File: src/design/smv_pkg.sv
// shared types, constants and register codes for the five-point stencil block
package smv_pkg;

  localparam int VALUE_BITS   = 32;
  localparam int SCALE_BITS   = 32;
  localparam int FRAC_BITS    = 16;
  localparam int ROWS_BITS    = 16;
  localparam int COLS_BITS    = 11;
  localparam int MAX_COLS_DEF = 1024;

  localparam int SUM_BITS  = VALUE_BITS + 4;
  localparam int MAG_BITS  = SUM_BITS - 1;
  localparam int HI_BITS   = MAG_BITS - FRAC_BITS;
  localparam int PHI_BITS  = HI_BITS + SCALE_BITS;
  localparam int PLO_BITS  = FRAC_BITS + SCALE_BITS;
  localparam int TERM_BITS = PHI_BITS + 1;
  localparam int TOT_BITS  = TERM_BITS + 1;

  localparam int CFG_IDX_BITS  = 2;
  localparam int CFG_DATA_BITS = 32;

  localparam logic [CFG_IDX_BITS-1:0] REG_ROWS  = 2'd0;
  localparam logic [CFG_IDX_BITS-1:0] REG_COLS  = 2'd1;
  localparam logic [CFG_IDX_BITS-1:0] REG_SCALE = 2'd2;

  localparam logic [ROWS_BITS-1:0]  ROWS_RST  = 16'd3;
  localparam logic [COLS_BITS-1:0]  COLS_RST  = 11'd3;
  localparam logic [SCALE_BITS-1:0] SCALE_RST = 32'h0001_0000;

  typedef logic signed [VALUE_BITS-1:0] value_t;

  localparam value_t VALUE_MAX = {1'b0, {(VALUE_BITS - 1){1'b1}}};
  localparam value_t VALUE_MIN = {1'b1, {(VALUE_BITS - 1){1'b0}}};

  typedef struct packed {
    value_t in_value;
    value_t prior_out;
  } in_beat_t;

  typedef struct packed {
    value_t result_value;
    logic   run_last;
    logic   grid_done;
  } out_beat_t;

  // per-item control entering the arithmetic pipe
  typedef struct packed {
    logic   border;
    logic   has_first;
    logic   has_second;
    logic   last_item;
    logic   col_zero;
    value_t cur;
    value_t first;
  } item_t;

  // finished item handed to the output serializer
  typedef struct packed {
    logic   has_first;
    logic   has_second;
    logic   last_item;
    value_t value;
  } res_t;

endpackage

File: src/design/smv_stream_if.sv
// valid/ready stream channel carrying one payload beat
interface smv_stream_if #(
  parameter type payload_t = logic
);
  logic     valid;
  logic     ready;
  payload_t payload;

  modport source (output valid, output payload, input ready);
  modport sink   (input valid, input payload, output ready);
endinterface

File: src/design/smv_emit.sv
// output serializer: one or two result beats per finished item
module smv_emit (
  input  logic          clk_i,
  input  logic          rst_ni,
  input  logic          res_valid_i,
  input  smv_pkg::res_t res_i,
  output logic          res_ready_o,
  smv_stream_if.source  out_o
);

  logic                 out_v_q, pend_q, pend_done_q;
  smv_pkg::out_beat_t   beat_q;
  logic                 take;

  assign take        = out_v_q && out_o.ready;
  assign res_ready_o = !out_v_q || (out_o.ready && !pend_q);

  always_ff @(posedge clk_i or negedge rst_ni) begin
    if (!rst_ni) begin
      out_v_q <= 1'b0;
      pend_q  <= 1'b0;
    end else if (take && pend_q) begin
      out_v_q <= 1'b1;
      pend_q  <= 1'b0;
    end else if (res_ready_o) begin
      out_v_q <= res_valid_i;
      pend_q  <= res_valid_i && res_i.has_first && res_i.has_second;
    end
  end

  always_ff @(posedge clk_i) begin
    if (take && pend_q) begin
      beat_q <= '{result_value: '0, run_last: 1'b1, grid_done: pend_done_q};
    end else if (res_ready_o && res_valid_i) begin
      pend_done_q <= res_i.last_item;
      if (res_i.has_first) begin
        beat_q <= '{result_value: res_i.value, run_last: !res_i.has_second,
                    grid_done: res_i.last_item && !res_i.has_second};
      end else begin
        beat_q <= '{result_value: '0, run_last: 1'b1, grid_done: res_i.last_item};
      end
    end
  end

  assign out_o.valid   = out_v_q;
  assign out_o.payload = beat_q;

endmodule

File: src/flat_wrapper.sv
// flat-port wrapper written by rule: the top's interface ports become plain ports
module smv_emit_flat 
  (clk_i, rst_ni, res_valid_i, res_i, res_ready_o, out_o_valid, out_o_payload, out_o_ready);
  smv_stream_if out_o_i ();
  input  logic clk_i;
  input  logic rst_ni;
  input  logic res_valid_i;
  input  smv_pkg::res_t res_i;
  output logic res_ready_o;
  output wire logic [$bits(out_o_i.valid)-1:0] out_o_valid;
  output wire logic [$bits(out_o_i.payload)-1:0] out_o_payload;
  input wire logic [$bits(out_o_i.ready)-1:0] out_o_ready;
  assign out_o_valid = out_o_i.valid;
  assign out_o_payload = out_o_i.payload;
  assign out_o_i.ready = out_o_ready;
  smv_emit u_core (.clk_i(clk_i), .rst_ni(rst_ni), .res_valid_i(res_valid_i), .res_i(res_i), .res_ready_o(res_ready_o), .out_o(out_o_i));
endmodule
File: config.mk
export PLATFORM = sky130hd
export DESIGN_NAME = smv_emit_flat
export DESIGN_NICKNAME = d
export VERILOG_FILES = /design/src/design/smv_pkg.sv /design/src/design/smv_stream_if.sv /design/src/design/smv_emit.sv /design/src/flat_wrapper.sv
export SDC_FILE = /design/constraint.sdc
export NUM_CORES = 1
export LEC_CHECK = 0
export BUFFER_PORTS_ARGS = -buffer_cell sky130_fd_sc_hd__buf_4
export CAP_MARGIN = 30
export CORE_AREA = 2 2 39 41
export CTS_BUF_LIST = sky130_fd_sc_hd__clkbuf_16
export CTS_CLUSTER_SIZE = 40
export DETAILED_ROUTE_END_ITERATION = 12
export DIE_AREA = 0 0 41 43
export SETUP_SLACK_MARGIN = 0.02
export SYNTH_ARGS = -nofsm -noshare
export SYNTH_HDL_FRONTEND = slang
export SYNTH_SLANG_ARGS = --single-unit
export TNS_END_PERCENT = 5
File: constraint.sdc
create_clock -name clk_i -period 2.5 [get_ports clk_i]
set_clock_uncertainty 0.1 [all_clocks]
set_input_delay 0.5 -clock clk_i [delete_from_list [all_inputs] [get_ports clk_i]]
set_output_delay 0.5 -clock clk_i [all_outputs]
set_load 0.03 [all_outputs]
==> results by stage <==
Power and ir drop:
- For this design the static power due to leakage is between 0.15 and 0.2 nW.
- The total power per unit cell area is approximately 1000 nW/um2.
- The total power is approximately 0.37 mW.
- The worst voltage drop across the vdd grid is about 0.4 mV.

Logic synthesis:
- The post-synth design cell area is around 190 um2.
- After synthesis, the cell types taking the most area are sky130_fd_sc_hd__edfxtp_1, sky130_fd_sc_hd__dfrtp_1, sky130_fd_sc_hd__a21oi_1.
- The async set-or-reset flop fraction in the synthesized netlist is 0.500.
- Of all cell types, the one taking the most synthesized area is sky130_fd_sc_hd__edfxtp_1.
- The share of synthesized area in the top cell type comes to 0.322.
- When the netlist entered floorplanning its net count stood at between 50 and 60.
- In this run, synthesis produced a sequential element count of 4.
- The count of yosys warnings during synthesis is 0.
- Among all flip-flop cells after synthesis, the most frequent one is sky130_fd_sc_hd__edfxtp_1.
- The mean instance size in the synthesized netlist is 11.0 um2.
- The count of cell types in the netlist is 13.
- After technology mapping, the gate count stands at 17.
- Sorting the synthesized cells by how often they occur yields sky130_fd_sc_hd__a21oi_1, sky130_fd_sc_hd__dfrtp_1, sky130_fd_sc_hd__edfxtp_1, sky130_fd_sc_hd__nand3_1.
- Counting flops with a built-in enable in the synthesized netlist gives 2.
- The share of the Yosys chip area taken by registers is 0.591.

Floorplan:
- The core region is between 1000 and 1500 um2.
- The starting density of the core is 0.135.
- The die height is roughly 43 um.
- The die covers around 1800 um2.
- The width of the chip is between 40 and 50 um.
- The initialized floorplan defines 14 standard-cell rows.
- For this design the top-level I/O count stands at 42.

Worst setup path:
- The critical path goes through buf_4 -> inv_2 -> o21ai_2 -> buf_4.
- The delay of the slowest cell on the worst path is approximately 0.20 ns.
- Data on the critical path arrives at its endpoint at between 1 and 1.5 ns.
- The element type at the critical path end is an output port.
- The worst setup path is launched from a primary input.
- The most used cell along the critical path is sky130_fd_sc_hd__buf_4.
- The slowest stage of the critical path is the sky130_fd_sc_hd__buf_4 cell.
- The critical setup path kind is in -> out.
- The critical path contains buffers and inverters numbering 3 combined.
- The largest fanout on the critical path is 4.
- The family of cells with the greatest summed delay on the critical path is buffers and inverters.
- At the worst endpoint, the required time is between 1.5 and 2 ns.

Routing:
- The number of DRC violations after detailed routing is 0.
- After detailed routing, the number of vias per cell comes to roughly 3.7.
- The total number of vias is 176.
- The pre-antenna-repair detailed-routing pass consisted of 4 iterations.
- After detailed routing, the total wire length is ~400 um.
- The remaining number of nets flagged by the antenna check after routing is 0.
- Dividing the detail-routed wire length by the instance count gives 8.49 um.
- After the first detailed-routing iteration, the DRC count stood at 4.

Placed design:
- The number of placed instances with taps included is 42.
- The post-detailed-placement half-perimeter wirelength is approximately 320 um.
- Routability-driven placement finished with a final weighted congestion of 0.646.
- In this run the tool buffered the top-level ports with 9 buffer cells.

Final layout:
- The antenna diode count is 0.
- The number of cells in the finished layout apart from fillers is 47.
- The footprint of the multi-input gates is around 69 um2.
- Summing all flip-flop and latch instances after layout gives between 100 and 150 um2.
- The net count of the finished layout is just over 70.
- The fraction of final layout cells with drive strength greater than 1 is 0.516.
- The area growth from synthesis to layout is 94.6%.
- The fill cell instance count of the final layout is about 160.

Global route:
- Entering global routing, the biggest net connects 7 pins.
- The number of antenna violations at the first check in global routing came to 0.
- The overall fraction of global-route tracks in use is 0.0624.
- The first-pass GRT wire length is 669 um.
- The total congestion overflow after global routing is 0.
- The number of global-route vias before repair is 170.

CTS:
- The clock tree root driver cell is sky130_fd_sc_hd__clkbuf_16.
- The post-CTS repair timing setup buffer count is 0.
- The longest clock path from root to sink contains 2 buffers.
- The total of cells resized after clock tree synthesis is 0.
- The quantity of hold-fixing buffers added after cts is 1.
- TritonCTS built the clock tree.
- The level count of the clock H-tree is 1.
- The clock transition at the registers of the reported paths is ~0.03 ns.
- CTS saw 4 sinks.
- At the later pin of the worst-skew pair, clock insertion delay measures around 0.23 ns.
- The CTS buffer count is 3.

STA:
- The sum of negative setup slack is 0 ns.
- Hold is met by between 0.3 and 0.4 ns.
- The share of the cycle needed by the critical path after routing is 0.646.
- The number of max-slew violations in the final report was 0.
- At the pin with the least slew margin, the transition time is 0.187 ns.
- The number of hold violations in the final report is 0.
- Setup repair after global routing left no endpoint under its margin.
- Counting I/O delays and the setup requirement, the final critical path takes around 1.6 ns.
- The achievable frequency is ~620 MHz.
- The relative slew slack is 0.876.
- Setup violations remaining at the end of the flow were counted as 0.

Job:
- The max-cap violation count is 0.

Min path:
- The path class of the tightest hold or removal check is in -> reg.

Outcome:
- The run finished with clean final reports.
[cell usage in the layout (no fill, tap or decap), types with 2 or more instances in the layout]
| master | synthesis | layout |
|---|---|---|
| sky130_fd_sc_hd__inv_1 | 1 | 2 |
| sky130_fd_sc_hd__buf_4 | 0 | 9 |
| sky130_fd_sc_hd__dfrtp_1 | 2 | 2 |
| sky130_fd_sc_hd__a21oi_1 | 2 | 2 |
| sky130_fd_sc_hd__edfxtp_1 | 2 | 2 |
| sky130_fd_sc_hd__clkbuf_16 | 0 | 3 |
| sky130_fd_sc_hd__nand3_1 | 2 | 2 |
[report_power, final]
part           internal (mW)  total (mW)  switching [mW]
Clock                  0.207       0.254          0.0472
Sequential            0.0750      0.0785         0.00341
Combinational         0.0173      0.0358          0.0185
[path summary, 6_finish.rpt]
path,from,to,slack [ns],cells past startpoint
hold / removal,res_i[32],u_core.pend_done_q$_DFFE_PP_,0.37,1
hold reg to reg,u_core.pend_q$_DFFE_PN0P_,u_core.out_o.valid$_DFFE_PN0P_,0.47,2
setup reg to reg,u_core.pend_q$_DFFE_PN0P_,u_core.pend_done_q$_DFFE_PP_,1.36,2
max in group asynchronous,rst_ni,u_core.out_o.valid$_DFFE_PN0P_,1.71,2
setup / recovery,out_o_ready,res_ready_o,0.89,4
min in group asynchronous,rst_ni,u_core.pend_q$_DFFE_PN0P_,0.50,2
[kinds of logic after synthesis]
| kind of cell | Yosys count | synth area share |
|---|---|---|
| buf+inv | 2 | 0.0402 |
| compound gates | 5 | 0.181 |
| simple gates | 6 | 0.188 |
| flops | 4 | 0.591 |
[registers in the layout (all words and copies together) (netlist names)]
name                  flops
u_core.out_o.payload      1
u_core.pend_q             1
u_core.out_o.valid        1
u_core.pend_done_q        1
[metrics by stage]
| stage | area [um2] | utilization | worst slack, ns |
|---|---|---|---|
| after global placement | 274 | 0.198 | 0.890 |
| final | 363 | 0.262 | 0.886 |
| after CTS | 363 | 0.262 | 0.887 |
| after floorplan | 186 | - | 1.01 |
| after detailed placement | 274 | 0.198 | 0.894 |
| after global routing | 363 | 0.262 | 0.841 |
[per-layer routing]
layer,global-route usage,vias up,wire length [um]
li1,-,88,-
met1,0.0747,75,190
met2,0.0625,11,146
met3,0.0366,2,46
met4,0.0800,0,14
met5,0,-,0
[final cells by class]
cell class,count,share of cell area
Inverter,2,0.0207
Sequential cell,4,0.303
Clock inverter,1,0.0103
Timing Repair Buffer,10,0.214
Multi-Input combinational cell,11,0.190
Tap cell,16,0.0552
Clock buffer,3,0.207
No activity file was read; power rests on OpenSTA's default activity.
