**src/design/smv_pkg.sv**
```systemverilog
// shared types, constants and register codes for the five-point stencil block
package smv_pkg;

  localparam int VALUE_BITS   = 32;
  localparam int SCALE_BITS   = 32;
  localparam int FRAC_BITS    = 16;
  localparam int ROWS_BITS    = 16;
  localparam int COLS_BITS    = 11;
  localparam int MAX_COLS_DEF = 1024;

  localparam int SUM_BITS  = VALUE_BITS + 4;
  localparam int MAG_BITS  = SUM_BITS - 1;
  localparam int HI_BITS   = MAG_BITS - FRAC_BITS;
  localparam int PHI_BITS  = HI_BITS + SCALE_BITS;
  localparam int PLO_BITS  = FRAC_BITS + SCALE_BITS;
  localparam int TERM_BITS = PHI_BITS + 1;
  localparam int TOT_BITS  = TERM_BITS + 1;

  localparam int CFG_IDX_BITS  = 2;
  localparam int CFG_DATA_BITS = 32;

  localparam logic [CFG_IDX_BITS-1:0] REG_ROWS  = 2'd0;
  localparam logic [CFG_IDX_BITS-1:0] REG_COLS  = 2'd1;
  localparam logic [CFG_IDX_BITS-1:0] REG_SCALE = 2'd2;

  localparam logic [ROWS_BITS-1:0]  ROWS_RST  = 16'd3;
  localparam logic [COLS_BITS-1:0]  COLS_RST  = 11'd3;
  localparam logic [SCALE_BITS-1:0] SCALE_RST = 32'h0001_0000;

  typedef logic signed [VALUE_BITS-1:0] value_t;

  localparam value_t VALUE_MAX = {1'b0, {(VALUE_BITS - 1){1'b1}}};
  localparam value_t VALUE_MIN = {1'b1, {(VALUE_BITS - 1){1'b0}}};

  typedef struct packed {
    value_t in_value;
    value_t prior_out;
  } in_beat_t;

  typedef struct packed {
    value_t result_value;
    logic   run_last;
    logic   grid_done;
  } out_beat_t;

  // per-item control entering the arithmetic pipe
  typedef struct packed {
    logic   border;
    logic   has_first;
    logic   has_second;
    logic   last_item;
    logic   col_zero;
    value_t cur;
    value_t first;
  } item_t;

  // finished item handed to the output serializer
  typedef struct packed {
    logic   has_first;
    logic   has_second;
    logic   last_item;
    value_t value;
  } res_t;

endpackage

```
**src/design/smv_stencil.sv**
```systemverilog
// stencil arithmetic pipe: window, stencil sum, scaled product, rounding, saturating add
module smv_stencil (
  input  logic                clk_i,
  input  logic                rst_ni,
  input  logic                load_i,
  input  smv_pkg::item_t      item_i,
  input  smv_pkg::value_t     up_i,
  input  smv_pkg::value_t     right_i,
  input  smv_pkg::value_t     prior_i,
  input  logic signed [smv_pkg::SCALE_BITS-1:0] scale_i,
  output logic                ready_o,
  output logic                res_valid_o,
  output smv_pkg::res_t       res_o,
  input  logic                res_ready_i
);

  localparam int SW  = smv_pkg::SUM_BITS;
  localparam int MW  = smv_pkg::MAG_BITS;
  localparam int FB  = smv_pkg::FRAC_BITS;
  localparam int HB  = smv_pkg::HI_BITS;
  localparam int PHB = smv_pkg::PHI_BITS;
  localparam int PLB = smv_pkg::PLO_BITS;
  localparam int TB  = smv_pkg::TERM_BITS;
  localparam int OB  = smv_pkg::TOT_BITS;
  localparam int VB  = smv_pkg::VALUE_BITS;
  localparam int CB  = smv_pkg::SCALE_BITS;

  typedef struct packed {
    logic border;
    logic has_first;
    logic has_second;
    logic last_item;
  } flags_t;

  logic            s1_v_q, s2_v_q, s3_v_q, s4_v_q;
  logic            s1_rdy, s2_rdy, s3_rdy, s4_rdy;
  smv_pkg::item_t  s1_q;
  smv_pkg::value_t w0_q, w1_q;

  flags_t                 s2_f_q, s3_f_q, s4_f_q;
  logic signed [SW-1:0]   s2_sum_q;
  smv_pkg::value_t        s2_pri_q, s3_pri_q, s4_pri_q;
  logic [PHB-1:0]         s3_phi_q;
  logic [PLB-1:0]         s3_plo_q;
  logic                   s3_neg_q;
  logic signed [TB-1:0]   s4_term_q;

  logic signed [SW-1:0]   mid_x, up_x, cur_x, left_x, right_x, sum_d;
  logic [MW-1:0]          mag;
  logic [CB-1:0]          ma;
  logic [PHB-1:0]         phi_d;
  logic [PLB-1:0]         plo_d;
  logic                   neg_d;
  logic [PLB:0]           lo_sum;
  logic [PHB-1:0]         q;
  logic [TB-1:0]          q_ext;
  logic signed [TB-1:0]   term_d;
  logic signed [OB-1:0]   total;
  logic [OB-VB:0]         top_bits;
  smv_pkg::value_t        sat;

  assign s4_rdy  = !s4_v_q || res_ready_i;
  assign s3_rdy  = !s3_v_q || s4_rdy;
  assign s2_rdy  = !s2_v_q || s3_rdy;
  assign s1_rdy  = !s1_v_q || s2_rdy;
  assign ready_o = s1_rdy;

  // stage 1: stencil sum over the window
  always_comb begin
    mid_x   = SW'(w0_q);
    left_x  = SW'(w1_q);
    right_x = SW'(right_i);
    up_x    = SW'(up_i);
    cur_x   = SW'(s1_q.cur);
    sum_d   = (mid_x <<< 2) + mid_x - up_x - cur_x - left_x - right_x;
  end

  // stage 2: magnitudes and split product
  always_comb begin
    mag   = s2_sum_q[SW-1] ? MW'(-s2_sum_q) : MW'(s2_sum_q);
    ma    = scale_i[CB-1] ? CB'(-scale_i) : CB'(scale_i);
    neg_d = s2_sum_q[SW-1] ^ scale_i[CB-1];
    phi_d = PHB'(mag[MW-1:FB]) * PHB'(ma);
    plo_d = PLB'(mag[FB-1:0]) * PLB'(ma);
  end

  // stage 3: round low part, apply sign
  always_comb begin
    lo_sum = {1'b0, s3_plo_q} + (PLB + 1)'(1 << (FB - 1));
    q      = s3_phi_q + PHB'(lo_sum >> FB);
    q_ext  = TB'(q);
    term_d = s3_neg_q ? -signed'(q_ext) : signed'(q_ext);
  end

  // stage 4: accumulate and saturate
  always_comb begin
    total    = OB'(s4_term_q) + OB'(s4_pri_q);
    top_bits = total[OB-1:VB-1];
    if ((top_bits == '0) || (top_bits == '1)) begin
      sat = total[VB-1:0];
    end else if (total[OB-1]) begin
      sat = smv_pkg::VALUE_MIN;
    end else begin
      sat = smv_pkg::VALUE_MAX;
    end
  end

  assign res_valid_o      = s4_v_q;
  assign res_o.has_first  = s4_f_q.has_first;
  assign res_o.has_second = s4_f_q.has_second;
  assign res_o.last_item  = s4_f_q.last_item;
  assign res_o.value      = s4_f_q.border ? '0 : sat;

  always_ff @(posedge clk_i or negedge rst_ni) begin
    if (!rst_ni) begin
      s1_v_q <= 1'b0;
      s2_v_q <= 1'b0;
      s3_v_q <= 1'b0;
      s4_v_q <= 1'b0;
    end else begin
      if (s1_rdy) s1_v_q <= load_i;
      if (s2_rdy) s2_v_q <= s1_v_q;
      if (s3_rdy) s3_v_q <= s2_v_q;
      if (s4_rdy) s4_v_q <= s3_v_q;
    end
  end

  always_ff @(posedge clk_i) begin
    if (s1_rdy && load_i) s1_q <= item_i;
    if (s1_v_q && s2_rdy) begin
      // slide the previous-row window
      w1_q <= s1_q.col_zero ? s1_q.first : w0_q;
      w0_q <= right_i;
    end
    if (s2_rdy) begin
      s2_sum_q <= sum_d;
      s2_pri_q <= prior_i;
      s2_f_q   <= '{border: s1_q.border, has_first: s1_q.has_first,
                    has_second: s1_q.has_second, last_item: s1_q.last_item};
    end
    if (s3_rdy) begin
      s3_phi_q <= phi_d;
      s3_plo_q <= plo_d;
      s3_neg_q <= neg_d;
      s3_pri_q <= s2_pri_q;
      s3_f_q   <= s2_f_q;
    end
    if (s4_rdy) begin
      s4_term_q <= term_d;
      s4_pri_q  <= s3_pri_q;
      s4_f_q    <= s3_f_q;
    end
  end

endmodule

```
**config.mk**
```make
export PLATFORM = sky130hd
export DESIGN_NAME = smv_stencil
export DESIGN_NICKNAME = d
export VERILOG_FILES = /design/src/design/smv_pkg.sv /design/src/design/smv_stencil.sv
export SDC_FILE = /design/constraint.sdc
export NUM_CORES = 2
export LEC_CHECK = 0
export BUFFER_PORTS_ARGS = -buffer_cell sky130_fd_sc_hd__buf_4
export CAP_MARGIN = 10
export CORE_MARGIN = 10
export CORE_UTILIZATION = 55
export DETAILED_ROUTE_END_ITERATION = 6
export PLACE_DENSITY = 0.71
export RECOVER_POWER = 100
export SKIP_CTS_REPAIR_TIMING = 1
export SLEW_MARGIN = 30
export SYNTH_ARGS = -nofsm -noshare
export SYNTH_HDL_FRONTEND = slang
export SYNTH_SLANG_ARGS = --single-unit
```
**constraint.sdc**
```tcl
create_clock -name clk_i -period 9.9 [get_ports clk_i]
set_clock_uncertainty 0.05 [all_clocks]
set_input_delay 2.97 -clock clk_i [delete_from_list [all_inputs] [get_ports clk_i]]
set_output_delay 2.97 -clock clk_i [all_outputs]
set_load 0.05 [all_outputs]
```
==> impl_metrics.tcl <==
set metrics [dict create \
    fillCellCount 8635 \
    die-area_um2 124000 \
    hp-start "s2_f_q[1]$_DFFE_PP_" \
    slew_headroom_pct -209 \
    worstHoldEndpoint "s3_f_q[1]$_DFFE_PP_" \
    rsz0062_at_grt "yes" \
    boundaryPins 238 \
    synth_compound_area_share_pct 8.24 \
    worstSetupStartpointType "input port" \
    finalWirelength_mm 179 \
    hp-class "reg2reg" \
    root_buffer "clkbuf_16" \
    drt_iter0_drc 3703 \
    multi_input_area_um2 44100 \
    grt_usage_pct 28.9 \
    critPathKind "in2reg" \
    grt_pass1_wl_mm 276 \
    required_ns 10.20 \
    setup_viol 52 \
    synth_ff_type "edfxtp_1" \
    status "complete, but fails checks" \
    yosys.area_share.simple_pct 12.8 \
    cts_buffers 49 \
    crit_family "adder cells" \
    synth.avg_cell_area_um2 9.55 \
    final_common_cell "inv_1" \
    drive_gt1_share_pct 17.2 \
    worst-r2r-setup-slack_ns 0.35 \
    finalWorstSetupSlack_ns -0.986 \
    final_cell_mix "inv_1 (1237), fa_1 (1036), nand2_1 (932)" \
    grt_max_degree 90 \
    critPathSlowestCell "fa_2" \
    vias 47154 \
    clock_sinks 418 \
    syn-num-nets 7983 \
    fmax_ghz 0.0919 \
    async_flop_share_pct 0.957 \
    htree_levels 2 \
    synth_fa_ha_area_share_pct 42.9 \
    io_buffer_count 237 \
    ys_warn_count 0 \
    synth.mux.area_fraction_pct 0.138 \
    cp-end-kind "register" \
    slowest_delay_ns 0.57 \
    maxCapViolCount 7 \
    antenna_found_initial 8 \
    cts.path.max_buffers 3 \
    synth-xor-area-share_pct 5.80 \
    die_h_um 352 \
    crit_path_max_fanout 4 \
    synthDistinctLibCells 98 \
    final_nets 8685 \
    drc 0 \
    floorplan.initialDensity_pct 55.5 \
    die_w_um 352 \
    post-route-min-period_ns 10.89 \
    drv_slew 478 \
    clock_latency_ns 0.64 \
    violations "capacitance limit, slew limit, setup timing" \
    place_inst 8349 \
    reg2reg_to "s3_phi_q[49]$_DFFE_PP_" \
    synth_top_family_by_area "adder cells" \
    dpl.hpwl_mm 148 \
    cts_tree "done" \
    period_share_pct 110 \
    ys_ff_latch 418 \
    grt_pass1_vias 49004 \
    area_growth_pct 18.5 \
    ff2ff_path_depth 33 \
    hold_depth 0 \
    first_pass_iters 6 \
    register_area_um2 12500 \
    synth_edf_count 414 \
    row_count 121 \
    vias_per_cell 5.55 \
    finalSetupTns_ns -31.50 \
    synth_cells 6340 \
    hold_viol_final 0 \
    crit_path_frequent_cell "fa_1" \
    clk_pin_slew_ns 0.06 \
    syn-cell-area_um2 60500 \
    core_area_um2 109000 \
    timing.rr.start "s2_sum_q[8]$_DFFE_PP_" \
    worstMarginPinSlew_ns 4.64 \
    gp_congestion 0.989 \
    gr-total-overflow 0 \
    wl_per_cell_um 21.1 \
    yosysSeqAreaShare_pct 20.7 \
    ant_nets 0 \
    critPathBufInv 13 \
    cp.arrival_ns 11.18 \
    final_cells 8495 \
    postLayoutCoreUtil_pct 65.8 \
]
## Yosys cell counts, drive strengths merged (10+ instances only)
cell type / count / area share (%)
o21bai: 34 / 0.42
nand2b: 36 / 0.38
fa: 1058 / 35
a21o: 105 / 1.3
buf: 23 / 0.24
a21oi: 208 / 1.7
or3: 22 / 0.24
clkbuf: 197 / 1.2
o21ai: 223 / 1.9
nor2: 475 / 3.0
or2: 12 / 0.12
nand3: 66 / 0.55
nand2: 956 / 5.9
ha: 384 / 7.9
a31oi: 18 / 0.20
nor2b: 31 / 0.32
o31a: 10 / 0.14
o211ai: 13 / 0.16
nor4: 16 / 0.19
o21a: 27 / 0.34
xnor2: 244 / 3.5
nand4: 35 / 0.36
and3: 36 / 0.37
edfxtp: 414 / 21
a211oi: 27 / 0.34
inv: 1274 / 7.9
a21boi: 12 / 0.16
o31ai: 30 / 0.43
xor2: 155 / 2.3
and2: 30 / 0.31
or4: 10 / 0.13
nor3: 42 / 0.36
## metrics by stage
| step | worst slack [ns] | area, µm² | hold WS (ns) |
|---|---|---|---|
| 2_1_floorplan | -1.18 | 60800 | 0.350 |
| 3_3_place_gp | -1.75 | 68500 | 0.352 |
| 3_5_place_dp | -1.88 | 68500 | 0.355 |
| 4_1_cts | -1.21 | 70100 | 0.368 |
| 5_1_grt | -1.15 | 71700 | 0.373 |
| 6_report | -0.986 | 71700 | 0.366 |
## cell type report
cell class / count / share of cell area [%]
inverter: 1274 / 6.69
clock inverter: 30 / 0.429
clock buffer: 58 / 1.76
tap: 1414 / 2.47
sequential: 418 / 17.5
timing repair buffer: 871 / 9.65
multi-input combinational: 4428 / 61.5
antenna: 2 / 0.00698
## flip-flops by register name, summed over array words and instances, names as in the netlist, 33 cells and up
| signal | flops |
|---|---|
| s4_term_q | 52 |
| s1_q | 37 |
| s2_sum_q | 36 |
| s3_plo_q | 33 |
| s3_phi_q | 51 |
## kinds of logic (layout without fill, tap and decap cells)
group           after synthesis  count (layout)
fa+ha+maj                  1442            1442
xor+xnor                    399             399
buf+inv                    1494            2233
mux                           8               8
other cells                   0               2
flops                       418             418
simple gates               1801            1801
compound gates              778             778
## worst max-delay path by stage
stage | depth (start not counted) | endpoint | from | slack (ns)
5_1_grt | 37 | s3_phi_q[49]$_DFFE_PP_ | scale_i[0] | -1.15
2_1_floorplan | 40 | s3_phi_q[49]$_DFFE_PP_ | scale_i[0] | -1.18
4_1_cts | 36 | s3_phi_q[50]$_DFFE_PP_ | scale_i[1] | -1.21
6_report | 38 | s3_plo_q[28]$_DFFE_PP_ | scale_i[1] | -0.99
3_5_place_dp | 36 | s3_phi_q[50]$_DFFE_PP_ | scale_i[1] | -1.88
3_3_place_gp | 37 | s3_phi_q[50]$_DFFE_PP_ | scale_i[1] | -1.75
## metal layers
metal / GRT usage (%) / part of all wire [%] / vias up
li1: - / - / 21220
met1: 37.6 / 40 / 23302
met5: 0 / 0.025 / -
met3: 7.05 / 10 / 414
met4: 12.4 / 5.2 / 6
met2: 46.1 / 45 / 2212
Power is left out: the tool's default activity adds up to more than one toggle a clock period on the data nets, which glitch-free logic cannot reach.
